### config.mk
export PLATFORM = sky130hd
export DESIGN_NAME = pgd_cfg
export DESIGN_NICKNAME = d
export VERILOG_FILES = /design/src/rtl/core/pgd_pkg.sv /design/src/rtl/core/pgd_cfg.sv
export SDC_FILE = /design/constraint.sdc
export NUM_CORES = 1
export LEC_CHECK = 0
export BUFFER_PORTS_ARGS = -buffer_cell sky130_fd_sc_hd__buf_2
export CAP_MARGIN = 0
export CELL_PAD_IN_SITES_DETAIL_PLACEMENT = 2
export CELL_PAD_IN_SITES_GLOBAL_PLACEMENT = 2
export CORE_AREA = 2 2 116 118
export DETAILED_ROUTE_END_ITERATION = 10
export DIE_AREA = 0 0 118 120
export PLACE_DENSITY = 0.77
export SYNTH_ARGS = -nofsm -noshare
export SYNTH_HDL_FRONTEND = slang
export SYNTH_SLANG_ARGS = --single-unit
### constraint.sdc
create_clock -name clk -period 0.8 [get_ports clk]
set_input_delay 0 -clock clk [delete_from_list [all_inputs] [get_ports clk]]
set_output_delay 0 -clock clk [all_outputs]
set_load 0.01 [all_outputs]
### src/rtl/core/pgd_pkg.sv
`timescale 1ns / 1ps
// ----------------------------------------------------------------------------
// pgd_pkg
// Shared types, constants and helper functions of the pheromone grid store.
// ----------------------------------------------------------------------------
package pgd_pkg;

    localparam int MAX_COLUMNS   = 64;
    localparam int MAX_ROWS      = 64;
    localparam int STRENGTH_BITS = 16;

    localparam int CELL_COUNT = MAX_COLUMNS * MAX_ROWS;
    localparam int ADDR_W     = $clog2(CELL_COUNT);
    localparam int IDX_W      = 6;
    localparam int CNT_W      = 8;

    localparam logic [STRENGTH_BITS:0] STRENGTH_MAX = {1'b0, {STRENGTH_BITS{1'b1}}};
    localparam logic [STRENGTH_BITS:0] SAT_LIMIT =
        (STRENGTH_MAX > (STRENGTH_BITS + 1)'(51200)) ? (STRENGTH_BITS + 1)'(51200)
                                                    : STRENGTH_MAX;
    localparam logic [7:0] OPACITY_FULL = 8'd255;

    localparam int DIV_W      = STRENGTH_BITS + 8;
    localparam int DVS_W      = STRENGTH_BITS + 3;
    localparam int STEP_W     = $clog2(DIV_W + 1);
    localparam int AXIS_STEPS = 15;

    localparam int PADDR_W = 5;

    typedef enum logic [1:0] {
        OP_DEPOSIT = 2'd0,
        OP_QUERY   = 2'd1,
        OP_DECAY   = 2'd2,
        OP_CLEAR   = 2'd3
    } opcode_t;

    typedef enum logic [2:0] {
        REG_COLUMNS  = 3'd0,
        REG_ROWS     = 3'd1,
        REG_TILE_W   = 3'd2,
        REG_TILE_H   = 3'd3,
        REG_DECAY    = 3'd4,
        REG_INITIAL  = 3'd5
    } reg_index_t;

    typedef struct packed {
        logic [6:0]  grid_columns;
        logic [6:0]  grid_rows;
        logic [11:0] tile_width;
        logic [11:0] tile_height;
        logic [15:0] decay_rate;
        logic [15:0] initial_strength;
    } cfg_t;

    typedef struct packed {
        logic              start;
        logic [DIV_W-1:0]  dividend;
        logic [DVS_W-1:0]  divisor;
        logic [STEP_W-1:0] steps;
    } div_req_t;

    typedef struct packed {
        logic             busy;
        logic             done;
        logic [DIV_W-1:0] quotient;
    } div_rsp_t;

    function automatic logic [CNT_W-1:0] clamp_count(input logic [6:0] v,
                                                     input logic [CNT_W-1:0] maxv);
        logic [CNT_W-1:0] r;
        begin
            r = CNT_W'(v);
            if (v == 7'd0)
            begin
                r = CNT_W'(1);
            end
            else if (CNT_W'(v) > maxv)
            begin
                r = maxv;
            end
            return r;
        end
    endfunction

    function automatic logic [IDX_W-1:0] clamp_index(input logic [DIV_W-1:0] q,
                                                     input logic [CNT_W-1:0] count);
        logic [CNT_W-1:0] r;
        begin
            if (q >= DIV_W'(count))
            begin
                r = count - CNT_W'(1);
            end
            else
            begin
                r = q[CNT_W-1:0];
            end
            return r[IDX_W-1:0];
        end
    endfunction

endpackage

### src/rtl/core/pgd_cfg.sv
`timescale 1ns / 1ps
// ----------------------------------------------------------------------------
// pgd_cfg
// APB register file holding the grid geometry, the decay rate and the initial strength.
// ----------------------------------------------------------------------------
module pgd_cfg
(
    input  logic                        clk,
    input  logic                        rst_n,
    input  logic                        psel,
    input  logic                        penable,
    input  logic                        pwrite,
    input  logic [pgd_pkg::PADDR_W-1:0] paddr,
    input  logic [31:0]                 pwdata,
    output logic [31:0]                 prdata,
    output logic                        pready,
    output pgd_pkg::cfg_t               cfg
);

    pgd_pkg::cfg_t cfg_reg;
    logic [2:0]    index;
    logic          wr_en;

    assign index  = paddr[4:2];
    assign wr_en  = psel && penable && pwrite;
    assign pready = 1'b1;

    always_ff @(posedge clk or negedge rst_n)
    begin
        if (!rst_n)
        begin
            cfg_reg.grid_columns     <= 7'd64;
            cfg_reg.grid_rows        <= 7'd64;
            cfg_reg.tile_width       <= 12'd16;
            cfg_reg.tile_height      <= 12'd16;
            cfg_reg.decay_rate       <= 16'd128;
            cfg_reg.initial_strength <= 16'd128;
        end
        else if (wr_en)
        begin
            case (index)
                pgd_pkg::REG_COLUMNS: cfg_reg.grid_columns     <= pwdata[6:0];
                pgd_pkg::REG_ROWS:    cfg_reg.grid_rows        <= pwdata[6:0];
                pgd_pkg::REG_TILE_W:  cfg_reg.tile_width       <= pwdata[11:0];
                pgd_pkg::REG_TILE_H:  cfg_reg.tile_height      <= pwdata[11:0];
                pgd_pkg::REG_DECAY:   cfg_reg.decay_rate       <= pwdata[15:0];
                pgd_pkg::REG_INITIAL: cfg_reg.initial_strength <= pwdata[15:0];
                default:              ;
            endcase
        end
    end

    always_comb
    begin
        case (index)
            pgd_pkg::REG_COLUMNS: prdata = 32'(cfg_reg.grid_columns);
            pgd_pkg::REG_ROWS:    prdata = 32'(cfg_reg.grid_rows);
            pgd_pkg::REG_TILE_W:  prdata = 32'(cfg_reg.tile_width);
            pgd_pkg::REG_TILE_H:  prdata = 32'(cfg_reg.tile_height);
            pgd_pkg::REG_DECAY:   prdata = 32'(cfg_reg.decay_rate);
            pgd_pkg::REG_INITIAL: prdata = 32'(cfg_reg.initial_strength);
            default:              prdata = 32'd0;
        endcase
    end

    assign cfg = cfg_reg;

endmodule

* Word level (Yosys, flattened, before mapping) *
Cells that the tools add are included.

operators by class
  equal/unequal tests = 5
  multiplexer cells = 1
  reduce and logical (&&, ||, !) cells = 9

operators with widths
  cell                count
  $pmux 16 s6         1
  $reduce_and 2->1    6
  $eq 3x2->1 const B  2
  $eq 3x3->1 const B  2
  $eq 3x1->1 const B  1
  $logic_not 3->1     1
  $logic_and 1x1->1   2

storage, ports and cells
  register bits = 70
  input bits = 42

* Longest topological paths before layout *
Gate-level depths: netlist (run 1).

  depth after elaboration = 3
  mapped depth = 6
  gate-level depth less buffers = 3

* Worst setup path before layout (run 1) *
No wires, ideal clock.

  path type = input to register
  from = input port paddr[4] in the netlist's numbering
  to = register cfg_reg, in the netlist cfg[44]
  cell stages on the path = 6
  arrival time = 1.161 ns
  setup time = 0.125 ns
  path slack = -0.486 ns
  path through = buf_2 -> nand2b_1 -> buf_2 -> nor2_1 -> buf_4 -> mux2_2

on the way
  word-level cells in the longest chain between the ends = 2

ends and longest elaborated chain
  what                               line           RTL
  start, declared                    pgd_cfg.sv:13  input logic [pgd_pkg::PADDR_W-1:0] paddr,
  $eq 3x2->1                         pgd_cfg.sv:41  case (index)
  $reduce_and 2->1 (no source line)  --
  end, declared                      pgd_cfg.sv:20  pgd_pkg::cfg_t cfg_reg;

No other way between the ends.
A chain may end at the register's enable or synchronous reset.

* Final worst setup path (run 1) *
  from = register cfg_reg, in the netlist cfg[62]
  to = output port prdata[6]

on the way
  word-level cells in the longest chain between the ends = 1

ends and longest elaborated chain
  what           line           RTL
  $pmux 16 s6    pgd_cfg.sv:55  case (index)
  end, declared  pgd_cfg.sv:15  output logic [31:0] prdata,

No other way between the ends.

==> impl_metrics.xml, run 1 <==
<?xml version="1.0" encoding="UTF-8"?>
<metrics>
  <group name="global_routing">
    <metric name="grt.total_usage" unit="">0.2010</metric>
    <metric name="globalRoute.totalOverflow" unit="">0</metric>
    <metric name="grt_pass1_vias" unit="">3384</metric>
    <metric name="antenna_found_initial" unit="">0</metric>
    <metric name="grt_start_max_net_pins" unit="">23</metric>
    <metric name="grt_pass1_wl" unit="um">21270</metric>
  </group>
  <group name="drt">
    <metric name="wirelength_met1" unit="um">6266</metric>
    <metric name="initialDrtViolationCount" unit="">151</metric>
    <metric name="detail_route.first_pass.iterations" unit="">4</metric>
    <metric name="route.antenna.remaining_nets" unit="">0</metric>
    <metric name="detail_route.vias_per_cell" unit="">4.631</metric>
    <metric name="drt_wl_total" unit="um">15640</metric>
    <metric name="met2_wirelength" unit="um">8524</metric>
    <metric name="routed-via-count" unit="">3029</metric>
    <metric name="mean_routed_wirelength_per_cell" unit="um">23.91</metric>
    <metric name="drc_errors" unit="">0</metric>
    <metric name="met3WireLength" unit="um">429</metric>
    <metric name="topRoutingLayerUsed" unit="">met4</metric>
  </group>
  <group name="timing">
    <metric name="drv_slew" unit="">0</metric>
    <metric name="fin_ws" unit="ps">-687.8</metric>
    <metric name="grt_setup_unrepaired" unit="">yes</metric>
    <metric name="timing_hold_violations_final" unit="">0</metric>
    <metric name="hold_ws" unit="ps">15.31</metric>
    <metric name="finalWorstPathRequiredPeriod" unit="ps">1488</metric>
    <metric name="final_min_period_over_clock_period" unit="">1.860</metric>
    <metric name="skew" unit="ps">0</metric>
    <metric name="timing.final.setup_violations" unit="">155</metric>
    <metric name="fmax" unit="MHz">672.2</metric>
  </group>
  <group name="yosys">
    <metric name="netlist_top_cells_area" unit="">sky130_fd_sc_hd__dfrtp_1 (47%), sky130_fd_sc_hd__mux2_2 (21%), sky130_fd_sc_hd__mux2i_1 (9.1%)</metric>
    <metric name="flip_flop_and_latch_count_after_synthesis" unit="">70</metric>
    <metric name="synth.most_common_cell" unit="">sky130_fd_sc_hd__dfrtp_1</metric>
    <metric name="proportion_of_register_bits_with_asynchronous_set_or_reset_after_synthesis" unit="">1.000</metric>
    <metric name="synth_area" unit="sq um">3396</metric>
    <metric name="synth_top_area_cell" unit="">sky130_fd_sc_hd__dfrtp_1</metric>
    <metric name="yosys.area.top_type_share" unit="">0.4716</metric>
    <metric name="synth_sequential_area_ratio" unit="">0.5181</metric>
    <metric name="syn-instance-count" unit="">248</metric>
    <metric name="synth_top_cells_by_count" unit="">sky130_fd_sc_hd__dfrtp_1 (64), sky130_fd_sc_hd__mux2_2 (63), sky130_fd_sc_hd__mux2i_1 (31)</metric>
    <metric name="ys_types" unit="">24</metric>
    <metric name="synth-edff-count" unit="">0</metric>
    <metric name="ys.flop_type" unit="">sky130_fd_sc_hd__dfrtp_1</metric>
    <metric name="ys_warn_count" unit="">0</metric>
    <metric name="synth.avg_cell_area" unit="sq um">13.69</metric>
  </group>
  <group name="place">
    <metric name="dp_hpwl" unit="um">8975</metric>
    <metric name="place.port_buffers" unit="">109</metric>
    <metric name="gp_congestion" unit="">0.7622</metric>
    <metric name="placed_area" unit="sq um">4755</metric>
    <metric name="placed_cells_incl_taps" unit="">586</metric>
  </group>
  <group name="min_path">
    <metric name="min-delay-path-class" unit="">in -&gt; reg</metric>
    <metric name="worst_hold_startpoint" unit="">pwdata[0]</metric>
    <metric name="min_path_cells" unit="">2</metric>
    <metric name="min_to" unit="">cfg[16]</metric>
  </group>
  <group name="layout">
    <metric name="antennaDiodeCount" unit="">0</metric>
    <metric name="layout-drive-gt1-share" unit="">0.6799</metric>
    <metric name="final_util" unit="">0.4821</metric>
    <metric name="largest_register_ffs" unit="">70</metric>
    <metric name="syn_to_final_growth" unit="%">84.27</metric>
    <metric name="final_net_count" unit="">515</metric>
    <metric name="finalNonFillerCells" unit="">654</metric>
    <metric name="post-route-cell-area" unit="sq um">6257</metric>
  </group>
  <group name="clock_network">
    <metric name="tritoncts" unit="">built</metric>
    <metric name="cts.path.max_buffers" unit="">2</metric>
    <metric name="clk_pin_slew_worst_paths" unit="ps">70</metric>
    <metric name="cts.htree.levels" unit="">3</metric>
    <metric name="cts_made_buffers" unit="">9</metric>
    <metric name="clkLatencyLatePin" unit="ps">330</metric>
    <metric name="clk_root_buffer_cell" unit="">sky130_fd_sc_hd__clkbuf_16</metric>
    <metric name="count_of_clock_tree_sinks" unit="">70</metric>
  </group>
  <group name="setup_path">
    <metric name="timing_worst_setup_path_type" unit="">reg -&gt; out</metric>
    <metric name="worst-r2r-cell-count" unit="">3</metric>
    <metric name="worst_r2r_endpoint" unit="">cfg[45]</metric>
    <metric name="crit_arrival" unit="ps">1490</metric>
    <metric name="worstPathMaxFanout" unit="">2</metric>
    <metric name="worstPathRequired" unit="ps">800</metric>
    <metric name="crit-reg2reg-launch" unit="">cfg[45]</metric>
    <metric name="end_kind" unit="">output pin</metric>
    <metric name="critical_path.startpoint_type" unit="">flip-flop</metric>
    <metric name="worst-r2r-setup-slack" unit="ps">-230</metric>
  </group>
  <group name="status">
    <metric name="violations" unit="">setup timing</metric>
    <metric name="status" unit="">finished with violations</metric>
  </group>
  <group name="die">
    <metric name="die_height" unit="um">120</metric>
    <metric name="num_rows" unit="">42</metric>
    <metric name="die-area" unit="sq um">14160</metric>
    <metric name="design.portCount" unit="">145</metric>
    <metric name="die-width" unit="um">118</metric>
    <metric name="core_box_area" unit="sq um">12980</metric>
    <metric name="initial_utilization" unit="">0.2616</metric>
  </group>
  <group name="power">
    <metric name="ir_drop" unit="V">0.001153</metric>
    <metric name="post_layout_power" unit="mW">15.20</metric>
    <metric name="power_leakage" unit="nW">3.099</metric>
    <metric name="cellPowerDensity" unit="nW/um^2">2429</metric>
  </group>
  <group name="flow_run">
    <metric name="timing.max_cap.violations" unit="">0</metric>
  </group>
</metrics>
worst max-delay path by stage:
stage	from	endpoint	cells after the start
final	cfg[62]	prdata[6]	4
after global routing	cfg[62]	prdata[6]	4
after CTS	cfg[62]	prdata[6]	4
after detailed placement	paddr[2]	cfg[68]	5
after global placement	paddr[2]	cfg[66]	5
after floorplan	paddr[2]	cfg[63]	5
cell families (layout without fill, tap and decap cells):
kind of cell | count (synthesis) | after routing | synth area share
muxes | 101 | 101 | 0.3312
AOI/OAI and AO/OA | 17 | 17 | 0.03685
other | 2 | 17 | 0.002212
buffers and inverters | 34 | 249 | 0.06485
and+or+nand+nor | 24 | 24 | 0.04679
DFF | 70 | 70 | 0.5181
critical path, cell delays in order, from the launching register on:
cell and delay, ps:
sky130_fd_sc_hd__dfstp_2 540, sky130_fd_sc_hd__mux2i_1 60, sky130_fd_sc_hd__or3_1 330, sky130_fd_sc_hd__o221ai_2 70, sky130_fd_sc_hd__buf_2 160
per-stage QoR:
step | setup slack [ps] | setup TNS (ps)
6_report | -687.8 | -27660
5_1_grt | -756.9 | -31220
4_1_cts | -713.4 | -26270
3_5_place_dp | -478.8 | -35690
3_3_place_gp | -428.3 | -32690
2_1_floorplan | -412.1 | -20990
layer usage:
metal / global-route usage / vias up
met5: 0 / -
met4: 0.06099 / 0
met3: 0.03327 / 26
met2: 0.3848 / 95
met1: 0.2272 / 1597
li1: - / 1311
power by group:
part / switching (mW) / internal [mW] / total [mW]
sequential: 0.661 / 4.28 / 4.94
clock: 1.68 / 2.73 / 4.41
combinational: 2.26 / 3.58 / 5.85
cells in the final DEF (no fill, tap or decap), types with 2 or more instances in the layout:
cell type and instances:
sky130_fd_sc_hd__a221o_1 3, sky130_fd_sc_hd__buf_12 6, sky130_fd_sc_hd__buf_2 48, sky130_fd_sc_hd__buf_4 31
sky130_fd_sc_hd__buf_6 129, sky130_fd_sc_hd__buf_8 2, sky130_fd_sc_hd__bufinv_16 2, sky130_fd_sc_hd__clkbuf_16 10
sky130_fd_sc_hd__clkinv_2 2, sky130_fd_sc_hd__conb_1 17, sky130_fd_sc_hd__dfrtp_1 64, sky130_fd_sc_hd__dfstp_2 6
sky130_fd_sc_hd__dlygate4sd3_1 12, sky130_fd_sc_hd__inv_1 3, sky130_fd_sc_hd__mux2_2 24, sky130_fd_sc_hd__mux2_4 46
sky130_fd_sc_hd__mux2i_1 30, sky130_fd_sc_hd__nand2b_4 2, sky130_fd_sc_hd__nand3_1 3, sky130_fd_sc_hd__nor2_1 8
sky130_fd_sc_hd__nor2_4 4, sky130_fd_sc_hd__o21ai_1 3, sky130_fd_sc_hd__o221ai_2 3, sky130_fd_sc_hd__o22ai_1 5
sky130_fd_sc_hd__or3_1 2, sky130_fd_sc_hd__or3_4 2
repair_timing:
item	4_1_cts	5_1_grt
pin swaps	6	6
endpoints found under the hold margin	105	0
buffers inserted	38	46
gates cloned	1	1
resized for setup	117	74
hold buffers	12	0
setup endpoints to repair	156	156
cell type report:
class | count | area (sq um)
clock buffers | 10 | 229.0
clock inverters | 6 | 86.33
fillers | 1274 | 6723
inverters | 3 | 11.26
multi-input cells | 159 | 1703
flip-flops and latches | 70 | 1759
well taps | 176 | 220.2
repair buffers | 230 | 2248
Note: power is estimated with default switching activity, not from simulation.
==> run 2, diff against run 1 <==
- SETUP_SLACK_MARGIN: unset -> 0.05
==> impl_metrics.xml, run 2 (same netlist as run 1, synthesis figures left out) <==
<?xml version="1.0" encoding="UTF-8"?>
<metrics>
  <group name="drt">
    <metric name="detail_route.vias_per_cell" unit="">4.551</metric>
    <metric name="mean_routed_wirelength_per_cell" unit="um">23.40</metric>
    <metric name="initialDrtViolationCount" unit="">127</metric>
    <metric name="detail_route.first_pass.iterations" unit="">4</metric>
    <metric name="drc_errors" unit="">0</metric>
    <metric name="route.antenna.remaining_nets" unit="">0</metric>
    <metric name="routed-via-count" unit="">2999</metric>
    <metric name="drt_wl_total" unit="um">15420</metric>
  </group>
  <group name="setup_path">
    <metric name="crit-reg2reg-launch" unit="">cfg[66]</metric>
    <metric name="worst-r2r-setup-slack" unit="ps">-230</metric>
    <metric name="worstPathMaxFanout" unit="">2</metric>
    <metric name="timing_worst_setup_path_type" unit="">reg -&gt; out</metric>
    <metric name="worst_r2r_endpoint" unit="">cfg[66]</metric>
    <metric name="worst-r2r-cell-count" unit="">3</metric>
    <metric name="critical_path.startpoint_type" unit="">flip-flop</metric>
    <metric name="path_cells" unit="">mux2i_1 -&gt; or3_1 -&gt; o221ai_2 -&gt; buf_2</metric>
    <metric name="timing.critical_path.slowest_cell_delay" unit="ps">540</metric>
    <metric name="timing.critical_path.slowest_stage_cell" unit="">sky130_fd_sc_hd__dfstp_2</metric>
    <metric name="worstPathRequired" unit="ps">800</metric>
    <metric name="crit_arrival" unit="ps">1500</metric>
    <metric name="end_kind" unit="">output pin</metric>
    <metric name="crit_path_start" unit="">cfg[62]</metric>
  </group>
  <group name="timing">
    <metric name="skew" unit="ps">0</metric>
    <metric name="finalWorstPathRequiredPeriod" unit="ps">1504</metric>
    <metric name="hold_ws" unit="ps">-1.840</metric>
    <metric name="final_min_period_over_clock_period" unit="">1.881</metric>
    <metric name="fmax" unit="MHz">664.7</metric>
    <metric name="fin_ws" unit="ps">-704.4</metric>
    <metric name="timing.final.setup_violations" unit="">156</metric>
    <metric name="drv_slew" unit="">0</metric>
    <metric name="grt_setup_unrepaired" unit="">yes</metric>
    <metric name="timing_hold_violations_final" unit="">1</metric>
  </group>
  <group name="global_routing">
    <metric name="global_route.usage.met2" unit="">0.4023</metric>
    <metric name="grt_pass1_vias" unit="">3499</metric>
    <metric name="grt.total_usage" unit="">0.2142</metric>
    <metric name="groute.layer.met3.usage" unit="">0.03375</metric>
    <metric name="antenna_found_initial" unit="">0</metric>
    <metric name="grt.busiest_layer" unit="">met2</metric>
    <metric name="grt_pass1_wl" unit="um">22520</metric>
    <metric name="grt_start_max_net_pins" unit="">28</metric>
    <metric name="gr-usage-met1" unit="">0.2523</metric>
    <metric name="globalRoute.totalOverflow" unit="">0</metric>
  </group>
  <group name="layout">
    <metric name="final_net_count" unit="">520</metric>
    <metric name="syn_to_final_growth" unit="%">85.70</metric>
    <metric name="most_common_library_cell_in_the_layout_ignoring_fill_and_taps" unit="">sky130_fd_sc_hd__buf_6</metric>
    <metric name="seq_area" unit="sq um">1759</metric>
    <metric name="layout-drive-gt1-share" unit="">0.6770</metric>
    <metric name="antennaDiodeCount" unit="">0</metric>
    <metric name="multi_input_area" unit="sq um">1760</metric>
    <metric name="final_cell_mix" unit="">sky130_fd_sc_hd__buf_6 (137), sky130_fd_sc_hd__dfrtp_1 (64), sky130_fd_sc_hd__mux2_4 (60)</metric>
    <metric name="largest_register_ffs" unit="">70</metric>
    <metric name="n_fill_cell" unit="">1270</metric>
  </group>
  <group name="clock_network">
    <metric name="cts_made_buffers" unit="">9</metric>
    <metric name="cts.path.max_buffers" unit="">2</metric>
    <metric name="clk_root_buffer_cell" unit="">sky130_fd_sc_hd__clkbuf_16</metric>
    <metric name="clk_pin_slew_worst_paths" unit="ps">60</metric>
    <metric name="count_of_clock_tree_sinks" unit="">70</metric>
    <metric name="clkLatencyLatePin" unit="ps">330</metric>
    <metric name="cts.htree.levels" unit="">3</metric>
    <metric name="tritoncts" unit="">built</metric>
  </group>
  <group name="min_path">
    <metric name="min_path_cells" unit="">2</metric>
    <metric name="min_to" unit="">cfg[47]</metric>
    <metric name="worst_hold_startpoint" unit="">pwdata[3]</metric>
    <metric name="min-delay-path-class" unit="">in -&gt; reg</metric>
  </group>
  <group name="place">
    <metric name="place.port_buffers" unit="">109</metric>
    <metric name="dp_hpwl" unit="um">9064</metric>
    <metric name="gp_congestion" unit="">0.8051</metric>
  </group>
  <group name="power">
    <metric name="post_layout_power" unit="mW">14.57</metric>
    <metric name="ir_drop" unit="V">0.001127</metric>
    <metric name="cellPowerDensity" unit="nW/um^2">2310</metric>
    <metric name="power_leakage" unit="nW">3.129</metric>
  </group>
  <group name="die">
    <metric name="die-width" unit="um">118</metric>
    <metric name="core_box_area" unit="sq um">12980</metric>
    <metric name="design.portCount" unit="">145</metric>
    <metric name="die-area" unit="sq um">14160</metric>
    <metric name="num_rows" unit="">42</metric>
    <metric name="initial_utilization" unit="">0.2616</metric>
    <metric name="die_height" unit="um">120</metric>
  </group>
  <group name="flow_run">
    <metric name="timing.max_cap.violations" unit="">0</metric>
  </group>
  <group name="status">
    <metric name="violations" unit="">hold timing, setup timing</metric>
    <metric name="status" unit="">finished with violations</metric>
  </group>
</metrics>
## run 2: layout make-up
cell class              count  area share
multi-input cells         159      0.2792
clock inverters             2    0.001587
flip-flops and latches     70      0.2790
well taps                 176     0.03492
clock buffers              14     0.04028
inverters                   3    0.001786
repair buffers            235      0.3633
## run 2: worst max-delay path: cells and delay by family (launching register included)
| kind | cells | cell delay [ps] |
|---|---|---|
| multiplexers | 1 | 70 |
| buffers and inverters | 1 | 160 |
| flip-flops | 1 | 540 |
| AND/OR/NAND/NOR | 1 | 330 |
| AO/OA/AOI/OAI | 1 | 70 |
## run 2: timing repair
item	in CTS	in global routing
cloned	2	1
gates resized for setup	140	70
buffers inserted	38	39
endpoints found under the setup margin	156	156
endpoints found under the hold margin	107	0
hold buffers	13	0
pin swaps	9	7
## run 2: worst max-delay path by stage
stage / cells past startpoint / slack [ps] / endpoint
2_1_floorplan: 5 / -410 / cfg[63]
6_report: 4 / -700 / prdata[6]
4_1_cts: 4 / -700 / prdata[6]
3_5_place_dp: 5 / -520 / cfg[68]
5_1_grt: 4 / -780 / prdata[6]
3_3_place_gp: 5 / -460 / cfg[65]
## run 2: metal layers
layer  vias up  share of wire
li1       1326              -
met1      1566           0.40
met2        93           0.55
met3        14          0.038
met4         0          0.014
met5         -              0
## run 2: per-stage QoR
| stage | utilization | instances | worst slack [ps] | area [sq um] | TNS [ps] |
|---|---|---|---|---|---|
| after floorplan | - | 263 | -412.1 | 3682 | -20990 |
| after global placement | 0.3690 | 589 | -458.2 | 4790 | -32570 |
| after detailed placement | 0.3690 | 589 | -516.4 | 4790 | -37430 |
| after CTS | 0.4654 | 645 | -695.8 | 6041 | -24400 |
| after global routing | 0.4858 | 659 | -779.9 | 6306 | -32140 |
| final | 0.4858 | 659 | -704.4 | 6306 | -27740 |
## run 2: where the power goes
group	internal (mW)	leakage, nW	total [mW]	switching (mW)
clock	2.18	0.131	3.69	1.51
sequential	4.29	0.881	4.96	0.677
combinational	3.71	2.12	5.92	2.21
total	10.2	3.13	14.6	4.40
