[config.mk]
export PLATFORM = sky130hd
export DESIGN_NAME = pgd_div
export DESIGN_NICKNAME = d
export VERILOG_FILES = /design/src/rtl/core/pgd_pkg.sv /design/src/rtl/core/pgd_div.sv
export SDC_FILE = /design/constraint.sdc
export NUM_CORES = 1
export LEC_CHECK = 0
export ABC_AREA = 1
export ABC_CLOCK_PERIOD_IN_PS = 2220
export BUFFER_PORTS_ARGS = -buffer_cell sky130_fd_sc_hd__buf_2
export CORE_ASPECT_RATIO = 1.75
export CORE_UTILIZATION = 59
export CTS_BUF_LIST = sky130_fd_sc_hd__clkbuf_16
export DETAILED_ROUTE_END_ITERATION = 10
export PLACE_DENSITY = 0.9
export SYNTH_ARGS = -nofsm -noshare
export SYNTH_HDL_FRONTEND = slang
export SYNTH_SLANG_ARGS = --single-unit
[constraint.sdc]
create_clock -name clk -period 2.22 [get_ports clk]
set_input_delay 0 -clock clk [delete_from_list [all_inputs] [get_ports clk]]
set_output_delay 0 -clock clk [all_outputs]
set_load 0.03 [all_outputs]
[src/rtl/core/pgd_pkg.sv]
`timescale 1ns / 1ps
// ----------------------------------------------------------------------------
// pgd_pkg
// Shared types, constants and helper functions of the pheromone grid store.
// ----------------------------------------------------------------------------
package pgd_pkg;

    localparam int MAX_COLUMNS   = 64;
    localparam int MAX_ROWS      = 64;
    localparam int STRENGTH_BITS = 16;

    localparam int CELL_COUNT = MAX_COLUMNS * MAX_ROWS;
    localparam int ADDR_W     = $clog2(CELL_COUNT);
    localparam int IDX_W      = 6;
    localparam int CNT_W      = 8;

    localparam logic [STRENGTH_BITS:0] STRENGTH_MAX = {1'b0, {STRENGTH_BITS{1'b1}}};
    localparam logic [STRENGTH_BITS:0] SAT_LIMIT =
        (STRENGTH_MAX > (STRENGTH_BITS + 1)'(51200)) ? (STRENGTH_BITS + 1)'(51200)
                                                    : STRENGTH_MAX;
    localparam logic [7:0] OPACITY_FULL = 8'd255;

    localparam int DIV_W      = STRENGTH_BITS + 8;
    localparam int DVS_W      = STRENGTH_BITS + 3;
    localparam int STEP_W     = $clog2(DIV_W + 1);
    localparam int AXIS_STEPS = 15;

    localparam int PADDR_W = 5;

    typedef enum logic [1:0] {
        OP_DEPOSIT = 2'd0,
        OP_QUERY   = 2'd1,
        OP_DECAY   = 2'd2,
        OP_CLEAR   = 2'd3
    } opcode_t;

    typedef enum logic [2:0] {
        REG_COLUMNS  = 3'd0,
        REG_ROWS     = 3'd1,
        REG_TILE_W   = 3'd2,
        REG_TILE_H   = 3'd3,
        REG_DECAY    = 3'd4,
        REG_INITIAL  = 3'd5
    } reg_index_t;

    typedef struct packed {
        logic [6:0]  grid_columns;
        logic [6:0]  grid_rows;
        logic [11:0] tile_width;
        logic [11:0] tile_height;
        logic [15:0] decay_rate;
        logic [15:0] initial_strength;
    } cfg_t;

    typedef struct packed {
        logic              start;
        logic [DIV_W-1:0]  dividend;
        logic [DVS_W-1:0]  divisor;
        logic [STEP_W-1:0] steps;
    } div_req_t;

    typedef struct packed {
        logic             busy;
        logic             done;
        logic [DIV_W-1:0] quotient;
    } div_rsp_t;

    function automatic logic [CNT_W-1:0] clamp_count(input logic [6:0] v,
                                                     input logic [CNT_W-1:0] maxv);
        logic [CNT_W-1:0] r;
        begin
            r = CNT_W'(v);
            if (v == 7'd0)
            begin
                r = CNT_W'(1);
            end
            else if (CNT_W'(v) > maxv)
            begin
                r = maxv;
            end
            return r;
        end
    endfunction

    function automatic logic [IDX_W-1:0] clamp_index(input logic [DIV_W-1:0] q,
                                                     input logic [CNT_W-1:0] count);
        logic [CNT_W-1:0] r;
        begin
            if (q >= DIV_W'(count))
            begin
                r = count - CNT_W'(1);
            end
            else
            begin
                r = q[CNT_W-1:0];
            end
            return r[IDX_W-1:0];
        end
    endfunction

endpackage

[src/rtl/core/pgd_div.sv]
`timescale 1ns / 1ps
// ----------------------------------------------------------------------------
// pgd_div
// Shared restoring divider, one quotient bit per cycle.
// ----------------------------------------------------------------------------
module pgd_div
(
    input  logic              clk,
    input  logic              rst_n,
    input  pgd_pkg::div_req_t req,
    output pgd_pkg::div_rsp_t rsp
);

    logic [pgd_pkg::DIV_W-1:0]  shreg_reg;
    logic [pgd_pkg::DVS_W-1:0]  rem_reg;
    logic [pgd_pkg::DVS_W-1:0]  divisor_reg;
    logic [pgd_pkg::STEP_W-1:0] cnt_reg;
    logic                       busy_reg;
    logic                       done_reg;

    logic [pgd_pkg::DVS_W:0]    trial;
    logic                       fits;

    assign trial = {rem_reg, shreg_reg[pgd_pkg::DIV_W-1]};
    assign fits  = trial >= {1'b0, divisor_reg};

    always_ff @(posedge clk or negedge rst_n)
    begin
        if (!rst_n)
        begin
            busy_reg <= 1'b0;
            done_reg <= 1'b0;
            cnt_reg  <= '0;
        end
        else
        begin
            done_reg <= 1'b0;
            if (req.start)
            begin
                busy_reg <= 1'b1;
                cnt_reg  <= req.steps;
            end
            else if (busy_reg)
            begin
                cnt_reg <= cnt_reg - pgd_pkg::STEP_W'(1);
                if (cnt_reg == pgd_pkg::STEP_W'(1))
                begin
                    busy_reg <= 1'b0;
                    done_reg <= 1'b1;
                end
            end
        end
    end

    always_ff @(posedge clk)
    begin
        if (req.start)
        begin
            shreg_reg   <= req.dividend << (pgd_pkg::STEP_W'(pgd_pkg::DIV_W) - req.steps);
            rem_reg     <= '0;
            divisor_reg <= req.divisor;
        end
        else if (busy_reg)
        begin
            if (fits)
            begin
                rem_reg <= pgd_pkg::DVS_W'(trial - {1'b0, divisor_reg});
            end
            else
            begin
                rem_reg <= trial[pgd_pkg::DVS_W-1:0];
            end
            shreg_reg <= {shreg_reg[pgd_pkg::DIV_W-2:0], fits};
        end
    end

    assign rsp.busy     = busy_reg;
    assign rsp.done     = done_reg;
    assign rsp.quotient = shreg_reg;

endmodule

== Word-level counts from Yosys, hierarchy flattened ==
Index checks and enable logic that the tools add are counted.
Widths: inputs -> output; s select.
Operators by class
  shifts and indexed selects: 1
  equality and inequality tests: 1
  magnitude comparators: 1
  add/subtract/negate cells: 3
  reductions and logical operators: 1
  muxes and demuxes: 11
Operators with widths (number)
  $mux 24: 2
  $shl 24x5->24: 1
  $ge 20x19->1: 1
  $mux 19: 1
  $sub 19x19->19: 1
  $mux 5: 2
  $mux 1: 6
  $eq 5x1->1 const B: 1
  $sub 5x1->5 const B: 1
  $sub 5x5->5 const A: 1
  $reduce_bool 2->1: 1
Word-level totals
  output and inout bits: 26
  flip-flop bits (word level): 69
  word-level logic and storage cells: 24
  bits of input ports: 51

== Longest topological paths before layout ==
Gate-level depths: netlist of the first run.
  word-level depth: 4
  mapped depth: 15
  gate-level depth less buffers: 15

== Worst setup path after synthesis of the first run ==
Ideal clock, no wire load.
  path kind: reg-to-reg
  start point: reg shreg_reg[23] in the netlist's numbering
  end point: reg rem_reg[7] in the netlist's numbering
  clock period less this slack: 2.202 ns
  stages on the path, launching flop included: 15
  data required time: 2.136 ns
  library setup time: 0.084 ns
  setup slack: 0.018 ns
  arrival: 2.118 ns
  cells stage by stage: edfxtp_1 inv_1 ha_1 fa_1 inv_1 nand2_1 nand2_2 nand3_2 nand3_2 nand2_1 buf_4 buf_6 nand3_2 nand3_1 o21ai_1
Between the ends
  longest elaborated chain between the ends: 2
  elaborated cells on any way between the ends: 3
  those cells by class: 1 x add/sub; 1 x order compare; 1 x mux
RTL lines
  from (decl): RTL line pgd_div.sv:14  | logic [pgd_pkg::DIV_W-1:0] shreg_reg;
  from (signal assigned): RTL line pgd_div.sv:59  | shreg_reg <= req.dividend << (pgd_pkg::STEP_W'(pgd_pkg::DIV_W) - req.steps);
  from (signal assigned): RTL line pgd_div.sv:73  | shreg_reg <= {shreg_reg[pgd_pkg::DIV_W-2:0], fits};
  $sub 19x19->19 / $ge 20x19->1 (equally long branches): RTL line pgd_div.sv:67, pgd_div.sv:25
  $mux 19 (*): RTL line pgd_div.sv:65  | if (fits)
  to (signal assigned): RTL line pgd_div.sv:67  | rem_reg <= pgd_pkg::DVS_W'(trial - {1'b0, divisor_reg});
  to (signal assigned): RTL line pgd_div.sv:71  | rem_reg <= trial[pgd_pkg::DVS_W-1:0];
  to (decl): RTL line pgd_div.sv:15  | logic [pgd_pkg::DVS_W-1:0] rem_reg;
Mark *: on every way between the ends. The rest lies on a longest branch, timed or not.
A chain may end at the register's enable or synchronous reset.

== Worst setup path in the final report of the first run ==
  start point: reg shreg_reg[23] in the netlist's numbering
  end point: reg rem_reg[2] in the netlist's numbering
Same word-level chain as after synthesis.

==> reports/results.txt, run 1 <==
grt ovf -> 0
Initial DRC Count -> 579
setup slack at placement -> 0.0542 ns
worst endpoint data arrival time -> 2.33 ns
worst slew pin tran -> 0.872 ns
top cell type's share of synthesized area -> 24.1%
Area growth syn-to-layout -> 20.7%
Power per Cell Area -> 994 mW/mm^2
first-pass GRT wire length -> 25,400 um
Via Count -> 5,835
CP startpoint kind -> register
worst-skew pair later-pin latency -> 0.34 ns
Max stage delay cell, worst path -> fa_2
Final Hold Viols -> 0
LEAKAGE -> 3.32 nW
Placement Rows -> 45
Final Setup Violations -> 0
Root Driver -> clkbuf_16
placed cell area -> 0.00581 mm^2
maximum fanout along the worst path -> 6
post-DP HPWL -> 11,200 um
# DRC -> 0
die height -> 128 um
Core ar. -> 0.00873 mm^2
Critical Path RT -> 2.42 ns
critical path class -> reg2reg
TritonRoute pass-1 iters -> 6
Peak VDD IR -> 0.000627 V
status -> complete, no violations
Max clock buf depth -> 2
post-synth top area cell -> edfxtp_1
WL/cell -> 16.3 um
CP Cell Sequence -> inv_1 > ha_2 > fa_2 > inv_1 > nand2_1 > nand2_2 > nand3_2 > nand3_2 > nand2_2 > nand2_4 > buf_6 > nand2_1 > nand3_1 > o21ai_0
setup TNS -> 0 ns
CP endpoint kind -> register
period utilisation layout -> 95.9%
Pwr Total -> 6.42 mW
Port Buf Inserts -> 76
final design area excluding fillers -> 0.00646 mm^2
synthesized area per cell -> 6.72 um^2
I/O Pins -> 77
vias in the first global route -> 5,525
Synth area leaders -> edfxtp_1 (24%), nand2_1 (20%), nand3_1 (8.9%), dfxtp_1 (7.1%), inv_1 (6.9%)
Clock Sinks -> 69
Fill cells -> 667
Post-Syn Area -> 0.00535 mm^2
max reg flops -> 24
Worst Slack Setup Final -> 0.0917 ns
CTS tree -> done
synthesized flop and latch total -> 69
library cells used by synthesis -> 40
CTS clock-pin slew for the worst setup and hold paths -> 0.06 ns
Yosys warning total -> 0
max-cap violation count -> 0
Die Wd -> 74.0 um
# nets final -> 969
RePlAce Congestion -> 0.975
Final Max Tran Viols -> 0
vias per cell -> 5.74
cts bufs inserted -> 9
layout cell share with drive strength beyond 1 -> 17.4%
initial antenna violation count -> 0
Min-Delay Path Class -> in2async
Antenna Nets Post-Route -> 0
Ant. Diodes -> 0
net count after synthesis -> 870
gr usage total -> 35.7%
Starting Density -> 61.3%
max incr delay on CP -> 0.35 ns
number of H-tree branching levels -> 3
Slew HR -> 41.8%
fmax -> 0.470 GHz
largest net degree at the start of global routing -> 35
Post-Syn Instances -> 796
fin crit period -> 2.13 ns
final wirelength -> 16,500 um
sequential share of the synthesized area -> 34.5%
Worst Skew -> 0.00672 ns
Die Area -> 0.00947 mm^2
area by class of cell:
type	instances	area, um^2	share of cell area (%)
multi-input cells	591	2970	46.0
flip-flops and latches	69	1850	28.6
repair buffers	122	820	12.7
inverters	102	383	5.93
clock buffers	9	225	3.49
well taps	117	146	2.27
clock inverters	7	67.6	1.05
worst max-delay path, delay by kind of cell (launching register included):
family	cells	cell delay, ns
simple gates	8	0.70
compound gates	1	0.09
fa+ha+maj	2	0.56
flops	1	0.34
buf+inv	3	0.28
synth_stat cells (all sizes together):
| library cell | instances |
|---|---|
| nand2 | 296 |
| inv | 102 |
| nand3 | 100 |
| o21ai | 53 |
| edfxtp | 43 |
| nor2 | 28 |
| a21oi | 26 |
| ha | 22 |
| buf | 21 |
| dfxtp | 19 |
| or2 | 17 |
| clkbuf | 13 |
| nand3b | 13 |
| xnor2 | 11 |
| dfrtp | 7 |
| nor3 | 7 |
| and2 | 3 |
| xor2 | 3 |
| a22oi | 2 |
| nand4 | 2 |
| o211ai | 2 |
| a31oi | 1 |
| fa | 1 |
| o21a | 1 |
| o221ai | 1 |
| o22ai | 1 |
| o31ai | 1 |
cell families after synthesis:
family	Yosys count	synth area share, %
and+or+nand+nor	466	38.0
buffers and inverters	136	10.7
AOI/OAI and AO/OA	88	8.63
DFF	69	34.5
adders and majority gates	23	5.52
xor gates and xnor gates	14	2.64
repair_timing:
item	4_1_cts	5_1_grt
resized for setup	0	20
hold buffers	24	0
hold endpoints to repair	30	0
setup endpoints to repair	0	20
setup buffers	0	4
path summary, 6_finish.rpt:
| check | slack, ns | from | to | depth (start not counted) |
|---|---|---|---|---|
| worst max register to register | 0.09 | shreg_reg[23] | rem_reg[2] | 14 |
| max in group asynchronous | 2.04 | rst_n | cnt_reg[2] | 2 |
| min in group clk | 0.09 | req[48] | divisor_reg[1] | 1 |
| worst min-delay path | 0.01 | rst_n | cnt_reg[3] | 2 |
| worst min register to register | 0.48 | rem_reg[9] | rem_reg[9] | 2 |
| worst max-delay path | 0.09 | shreg_reg[23] | rem_reg[2] | 14 |
cells in the final DEF (no fill, tap or decap), types with 2 or more instances in the layout:
cell,netlist,final
nor3_1,7,7
buf_2,11,77
nand2_1,291,289
buf_12,0,2
dfrtp_1,7,7
inv_1,98,99
and2_1,2,2
buf_4,6,16
a22oi_1,2,2
clkinv_2,0,2
nand3_1,95,95
clkbuf_16,0,9
ha_1,22,18
o21ai_1,7,8
a21oi_1,26,25
dfxtp_1,19,19
nand4_1,2,2
nand2_2,5,6
ha_2,0,3
xnor2_1,10,10
nand3b_1,13,13
inv_2,4,4
nand3_2,5,5
xor2_1,3,3
or2_2,16,16
nor2_2,3,5
o21ai_0,46,45
clkinvlp_4,0,2
buf_6,3,3
nor2_1,25,23
o211ai_1,2,2
dlygate4sd3_1,0,24
edfxtp_1,43,43
metrics by stage:
| stage | util, % | hold WS [ns] | cells |
|---|---|---|---|
| 3_3_place_gp | 66.5 | -0.161 | 971 |
| 2_1_floorplan | - | -0.296 | 796 |
| 3_5_place_dp | 66.5 | -0.159 | 971 |
| 5_1_grt | 74.0 | 0.0439 | 1017 |
| 6_report | 74.0 | 0.0146 | 1017 |
| 4_1_cts | 72.6 | 0.0209 | 1011 |
layer usage:
| metal | up-vias | global-route usage, % | wire length [um] |
|---|---|---|---|
| met3 | 103 | 4.80 | 827 |
| met2 | 308 | 64.2 | 8710 |
| met1 | 2668 | 35.1 | 5610 |
| met5 | - | 0 | 0 |
| met4 | 0 | 28.1 | 1380 |
| li1 | 2756 | - | - |
where the power goes:
group | switching, mW | total (mW) | internal [mW]
Sequential | 0.199 | 1.86 | 1.67
Combinational | 1.98 | 3.12 | 1.14
Clock | 0.575 | 1.44 | 0.863
Note: power is estimated with default switching activity, not from simulation.
==> run 2, diff against run 1 <==
--- a/config.mk
+++ b/config.mk
@@ -9,10 +9,10 @@
 export ABC_CLOCK_PERIOD_IN_PS = 2220
 export BUFFER_PORTS_ARGS = -buffer_cell sky130_fd_sc_hd__buf_2
 export CORE_ASPECT_RATIO = 1.75
-export CORE_UTILIZATION = 59
+export CORE_UTILIZATION = 45
 export CTS_BUF_LIST = sky130_fd_sc_hd__clkbuf_16
 export DETAILED_ROUTE_END_ITERATION = 10
-export PLACE_DENSITY = 0.9
+export PLACE_DENSITY = 0.73
 export SYNTH_ARGS = -nofsm -noshare
 export SYNTH_HDL_FRONTEND = slang
 export SYNTH_SLANG_ARGS = --single-unit
==> run 2 against run 1 <==
The flow now finishes with violations (DRC); final area increased by 1.4%; fmax increased by 3.3%; non-clock buffer count increased by 14; first-iteration DRC count decreased by 32%; global-route usage decreased by 9.5 points; flip-flop and latch count unchanged; hold slack got worse by 0.0091 ns; clock-buffer cell count unchanged.
==> reports/results.txt, run 2 (same netlist as run 1, synthesis figures left out) <==
setup TNS -> 0 ns
Final Setup Violations -> 0
cts bufs inserted -> 9
Die Wd -> 84.4 um
max-cap violation count -> 0
hold path endpoint -> cnt_reg[3]
fmax -> 0.485 GHz
I/O Pins -> 77
critical path class -> reg2reg
TritonRoute pass-1 iters -> 8
Clock Power Share -> 21.4%
Worst Hold Depth -> 3
worst slew pin tran -> 0.497 ns
Comb power frac -> 49.3%
Root Driver -> clkbuf_16
commonest non-fill, non-tap cell in the layout -> nand2_1
worst-skew pair later-pin latency -> 0.34 ns
fin crit period -> 2.06 ns
switching pwr -> 2.73 mW
Area growth syn-to-layout -> 22.4%
gr usage total -> 26.2%
CTS tree -> done
Core ar. -> 0.0116 mm^2
failing checks -> DRC
most frequent cells in the layout -> nand2_1 (287), inv_1 (99), nand3_1 (95)
Starting Density -> 46.2%
Clock Sinks -> 69
Port Buf Inserts -> 76
final wirelength -> 15,700 um
Final Util -> 56.6%
Slew HR -> 66.5%
layout cell share with drive strength beyond 1 -> 18.4%
Max clock buf depth -> 2
LEAKAGE -> 3.40 nW
status -> finished, violations left
Min-Delay Path Class -> in2reg
RSZ-0062 raised after global routing -> false
max reg flops -> 24
vias in the first global route -> 5,355
# nets final -> 983
Hold Path Origin -> req[3]
# DRC -> 2
number of H-tree branching levels -> 3
worst reg2reg setup slack -> 0.16 ns
CTS clock-pin slew for the worst setup and hold paths -> 0.06 ns
largest net degree at the start of global routing -> 29
WL/cell -> 15.0 um
Placement Rows -> 52
Initial DRC Count -> 395
hold slack -> 0.00552 ns
Peak VDD IR -> 0.000401 V
period utilisation layout -> 92.8%
vias per cell -> 5.27
Die Area -> 0.0123 mm^2
first-pass GRT wire length -> 25,100 um
die height -> 146 um
Internal Power -> 3.63 mW
worst endpoint data arrival time -> 2.28 ns
maximum fanout along the worst path -> 10
initial antenna violation count -> 0
worst r2r src -> divisor_reg[0]
RePlAce Congestion -> 0.964
r2r worst-path depth -> 13
Critical Path RT -> 2.44 ns
Switching Fraction -> 42.9%
R2R Path End -> rem_reg[1]
Via Count -> 5,529
Final Max Tran Viols -> 0
grt ovf -> 0
CP endpoint kind -> register
Power per Cell Area -> 971 mW/mm^2
post-DP HPWL -> 12,100 um
Ant. Diodes -> 0
CP startpoint kind -> register
Antenna Nets Post-Route -> 0
sequential share of power -> 29.4%
Worst Skew -> 0.00922 ns
Final Hold Viols -> 0
-- run 2: through the flow --
stage / area (um^2) / power, mW / setup WS (ns) / std cells
after global routing: 6550 / 6.80 / 0.00770 / 1049
after CTS: 6490 / 6.22 / 0.0488 / 1047
after detailed placement: 5980 / 4.83 / 0.0591 / 1008
after floorplan: 5350 / 3.93 / 0.0178 / 796
after global placement: 5980 / 4.80 / 0.152 / 1008
final: 6550 / 6.36 / 0.160 / 1049
-- run 2: timing repair --
item / in CTS / in global routing
hold buffers: 23 / 0
endpoints found under the hold margin: 29 / 0
setup endpoints to repair: 0 / 20
buffers inserted: 0 / 1
gates resized for setup: 0 / 9
-- run 2: power groups by stage --
stage / clock network (mW) / logic [mW] / registers, mW
2_1_floorplan: 0 / 1.91 / 2.02
3_3_place_gp: 0 / 2.92 / 1.88
3_5_place_dp: 0 / 2.95 / 1.88
4_1_cts: 1.36 / 2.99 / 1.86
5_1_grt: 1.41 / 3.49 / 1.90
6_report: 1.36 / 3.13 / 1.87
-- run 2: final cells by class --
cell class | instances | area [um^2]
Clock inverter | 7 | 51.3
Sequential cell | 69 | 1850
Timing Repair Buffer | 136 | 922
Clock buffer | 9 | 225
Fill cell | 1153 | 5030
Inverter | 102 | 383
Multi-Input combinational cell | 591 | 2960
Tap cell | 135 | 169
-- run 2: per-layer routing --
metal | wire length (um) | up-vias | track usage [%]
li1 | - | 2794 | -
met1 | 5410 | 2462 | 25.1
met2 | 8490 | 198 | 50.2
met3 | 680 | 75 | 3.56
met4 | 1160 | 0 | 18.8
met5 | 0 | - | 0
-- run 2: how the worst max path moves through the flow --
stage	start	to	slack (ns)	cells past startpoint
final	divisor_reg[0]	rem_reg[1]	0.16	13
after global routing	divisor_reg[4]	rem_reg[13]	0.008	13
after CTS	shreg_reg[23]	rem_reg[0]	0.05	14
after detailed placement	shreg_reg[23]	rem_reg[0]	0.06	14
after global placement	shreg_reg[23]	rem_reg[6]	0.15	14
after floorplan	shreg_reg[23]	rem_reg[7]	0.02	14
-- run 2: worst max-delay path: stages (launching register included) --
cell,delay [ns]
edfxtp_1,0.39
ha_2,0.21
fa_2,0.35
inv_1,0.09
nand2_1,0.07
nand2_2,0.10
nand3_2,0.10
nand3_2,0.10
nand2_4,0.06
nand2_4,0.11
buf_12,0.14
nand2_1,0.05
nand3_1,0.05
o21ai_0,0.10
==> run 3, diff against run 2 <==
--- a/config.mk
+++ b/config.mk
@@ -6,7 +6,7 @@
 export NUM_CORES = 1
 export LEC_CHECK = 0
 export ABC_AREA = 1
-export ABC_CLOCK_PERIOD_IN_PS = 2220
+export ABC_CLOCK_PERIOD_IN_PS = 2300
 export BUFFER_PORTS_ARGS = -buffer_cell sky130_fd_sc_hd__buf_2
 export CORE_ASPECT_RATIO = 1.75
 export CORE_UTILIZATION = 45
==> constraint.sdc (replaced) <==
create_clock -name clk -period 2.3 [get_ports clk]
set_input_delay 0 -clock clk [delete_from_list [all_inputs] [get_ports clk]]
set_output_delay 0 -clock clk [all_outputs]
set_load 0.03 [all_outputs]
==> run 3 against run 2 <==
Power is 4.9% lower; clock power grew 10%; hold slack worse by 0.0033 ns; the run still ends with DRC left; die area is the same; critical path depth decreased by 3; non-clock buffer count down 20; combinational power is 12% lower; register-to-register slack improved by 0.03 ns; wire length decreased by 2.8%; core utilization down 1.2 points; first-iteration DRC count is 33% lower; global-route usage decreased by 0.25 points; largest power group unchanged.
==> reports/results.txt, run 3 (same netlist as run 1, synthesis figures left out) <==
status -> finished, violations left
failing checks -> DRC
commonest non-fill, non-tap cell in the layout -> nand2_1
Placement Rows -> 52
Starting Density -> 46.2%
vias per cell -> 5.27
worst slew pin tran -> 0.577 ns
maximum fanout along the worst path -> 20
Critical Path RT -> 2.38 ns
Area growth syn-to-layout -> 19.9%
critical path class -> in2reg
# DRC -> 2
Port Buf Inserts -> 76
placed cell area -> 0.00586 mm^2
Worst Slack Setup Final -> 0.122 ns
final design area excluding fillers -> 0.00642 mm^2
final wirelength -> 15,300 um
Power per Cell Area -> 943 mW/mm^2
met1 Use GR -> 24.3%
RePlAce Congestion -> 0.939
most frequent cells in the layout -> nand2_1 (290), inv_1 (99), nand3_1 (95)
setup slack at placement -> 0.171 ns
Worst Skew -> 0.00959 ns
Layout Cells excl Fill -> 1,029
vias in the first global route -> 5,429
max reg flops -> 24
Ant. Diodes -> 0
LEAKAGE -> 3.31 nW
Final Hold Viols -> 0
period utilisation layout -> 94.7%
Via Count -> 5,420
grt ovf -> 0
WL/cell -> 14.9 um
die height -> 146 um
Slew HR -> 61.5%
number of H-tree branching levels -> 3
Peak VDD IR -> 0.000415 V
Max clock buf depth -> 2
Root Driver -> clkbuf_16
Final Setup Violations -> 0
met2 usage -> 49.8%
Fill cells -> 1,182
post-DP HPWL -> 11,800 um
Final Max Tran Viols -> 0
TritonRoute pass-1 iters -> 10
Initial DRC Count -> 263
I/O Pins -> 77
CTS tree -> done
gr usage total -> 26.0%
layout cell share with drive strength beyond 1 -> 16.2%
global route hottest layer -> met2
Min-Delay Path Class -> in2reg
fin crit period -> 2.18 ns
worst-skew pair later-pin latency -> 0.34 ns
RSZ-0062 raised after global routing -> false
Pwr Total -> 6.05 mW
Die Wd -> 84.4 um
largest net degree at the start of global routing -> 28
# nets final -> 963
initial antenna violation count -> 0
CP endpoint kind -> register
fmax -> 0.459 GHz
Clock Sinks -> 69
met3 Track Usage GR -> 4.01%
setup TNS -> 0 ns
worst endpoint data arrival time -> 2.25 ns
# placed instances -> 990
first-pass GRT wire length -> 25,100 um
CTS clock-pin slew for the worst setup and hold paths -> 0.06 ns
Antenna Nets Post-Route -> 0
Final Util -> 55.4%
Die Area -> 0.0123 mm^2
Core ar. -> 0.0116 mm^2
max-cap violation count -> 0
cts bufs inserted -> 9
hold slack -> 0.00217 ns
CP startpoint kind -> input pin
run 3: cell count changes in the layout (fill, tap and decap cells not counted), sizes merged:
cell | before | now
buf | 112 | 93
bufinv | 0 | 2
clkbuf | 10 | 9
clkinv | 3 | 4
clkinvlp | 1 | 0
inv | 105 | 103
run 3: cell type report:
class	instances	area [um^2]	area share (%)
tap	135	169	2.63
sequential	69	1850	28.8
multi-input combinational	591	2940	45.8
clock inverter	7	91.3	1.42
inverter	102	383	5.97
timing repair buffer	116	763	11.9
clock buffer	9	225	3.51
run 3: path summary, 6_finish.rpt:
kind | start | to | slack (ns) | cells past startpoint
hold / removal | req[3] | cnt_reg[3] | 0.002 | 3
hold reg to reg | rem_reg[18] | rem_reg[18] | 0.47 | 2
min in group asynchronous | rst_n | cnt_reg[2] | 0.03 | 2
setup / recovery | req[1] | shreg_reg[10] | 0.12 | 10
setup reg to reg | shreg_reg[23] | rem_reg[2] | 0.19 | 14
max in group asynchronous | rst_n | cnt_reg[4] | 2.10 | 2
run 3: what timing repair did:
item	CTS	global route
hold endpoints to repair	29	0
gates resized for setup	0	3
hold buffers	23	0
setup buffers	0	0
endpoints found under the setup margin	0	17
run 3: worst max-delay path: stages:
cell and delay [ns]:
dlygate4sd3_1 0.53, buf_2 0.13, inv_1 0.08, ha_1 0.24, inv_1 0.44, nand2_1 0.16, nand3_1 0.11, nand2_1 0.11
o21ai_0 0.35, nand2_1 0.09
run 3: routing by layer:
layer	vias up	wire, um
met2	151	8300
met1	2464	5340
met4	0	1110
met5	-	0
li1	2739	-
met3	66	547
run 3: power by group:
part           internal [mW]  total [mW]  switching [mW]  leakage (nW)
Combinational          0.992        2.76            1.77          2.45
Sequential              1.61        1.79           0.185         0.702
Clock                  0.945        1.50           0.550         0.161
Total                   3.55        6.05            2.50          3.31
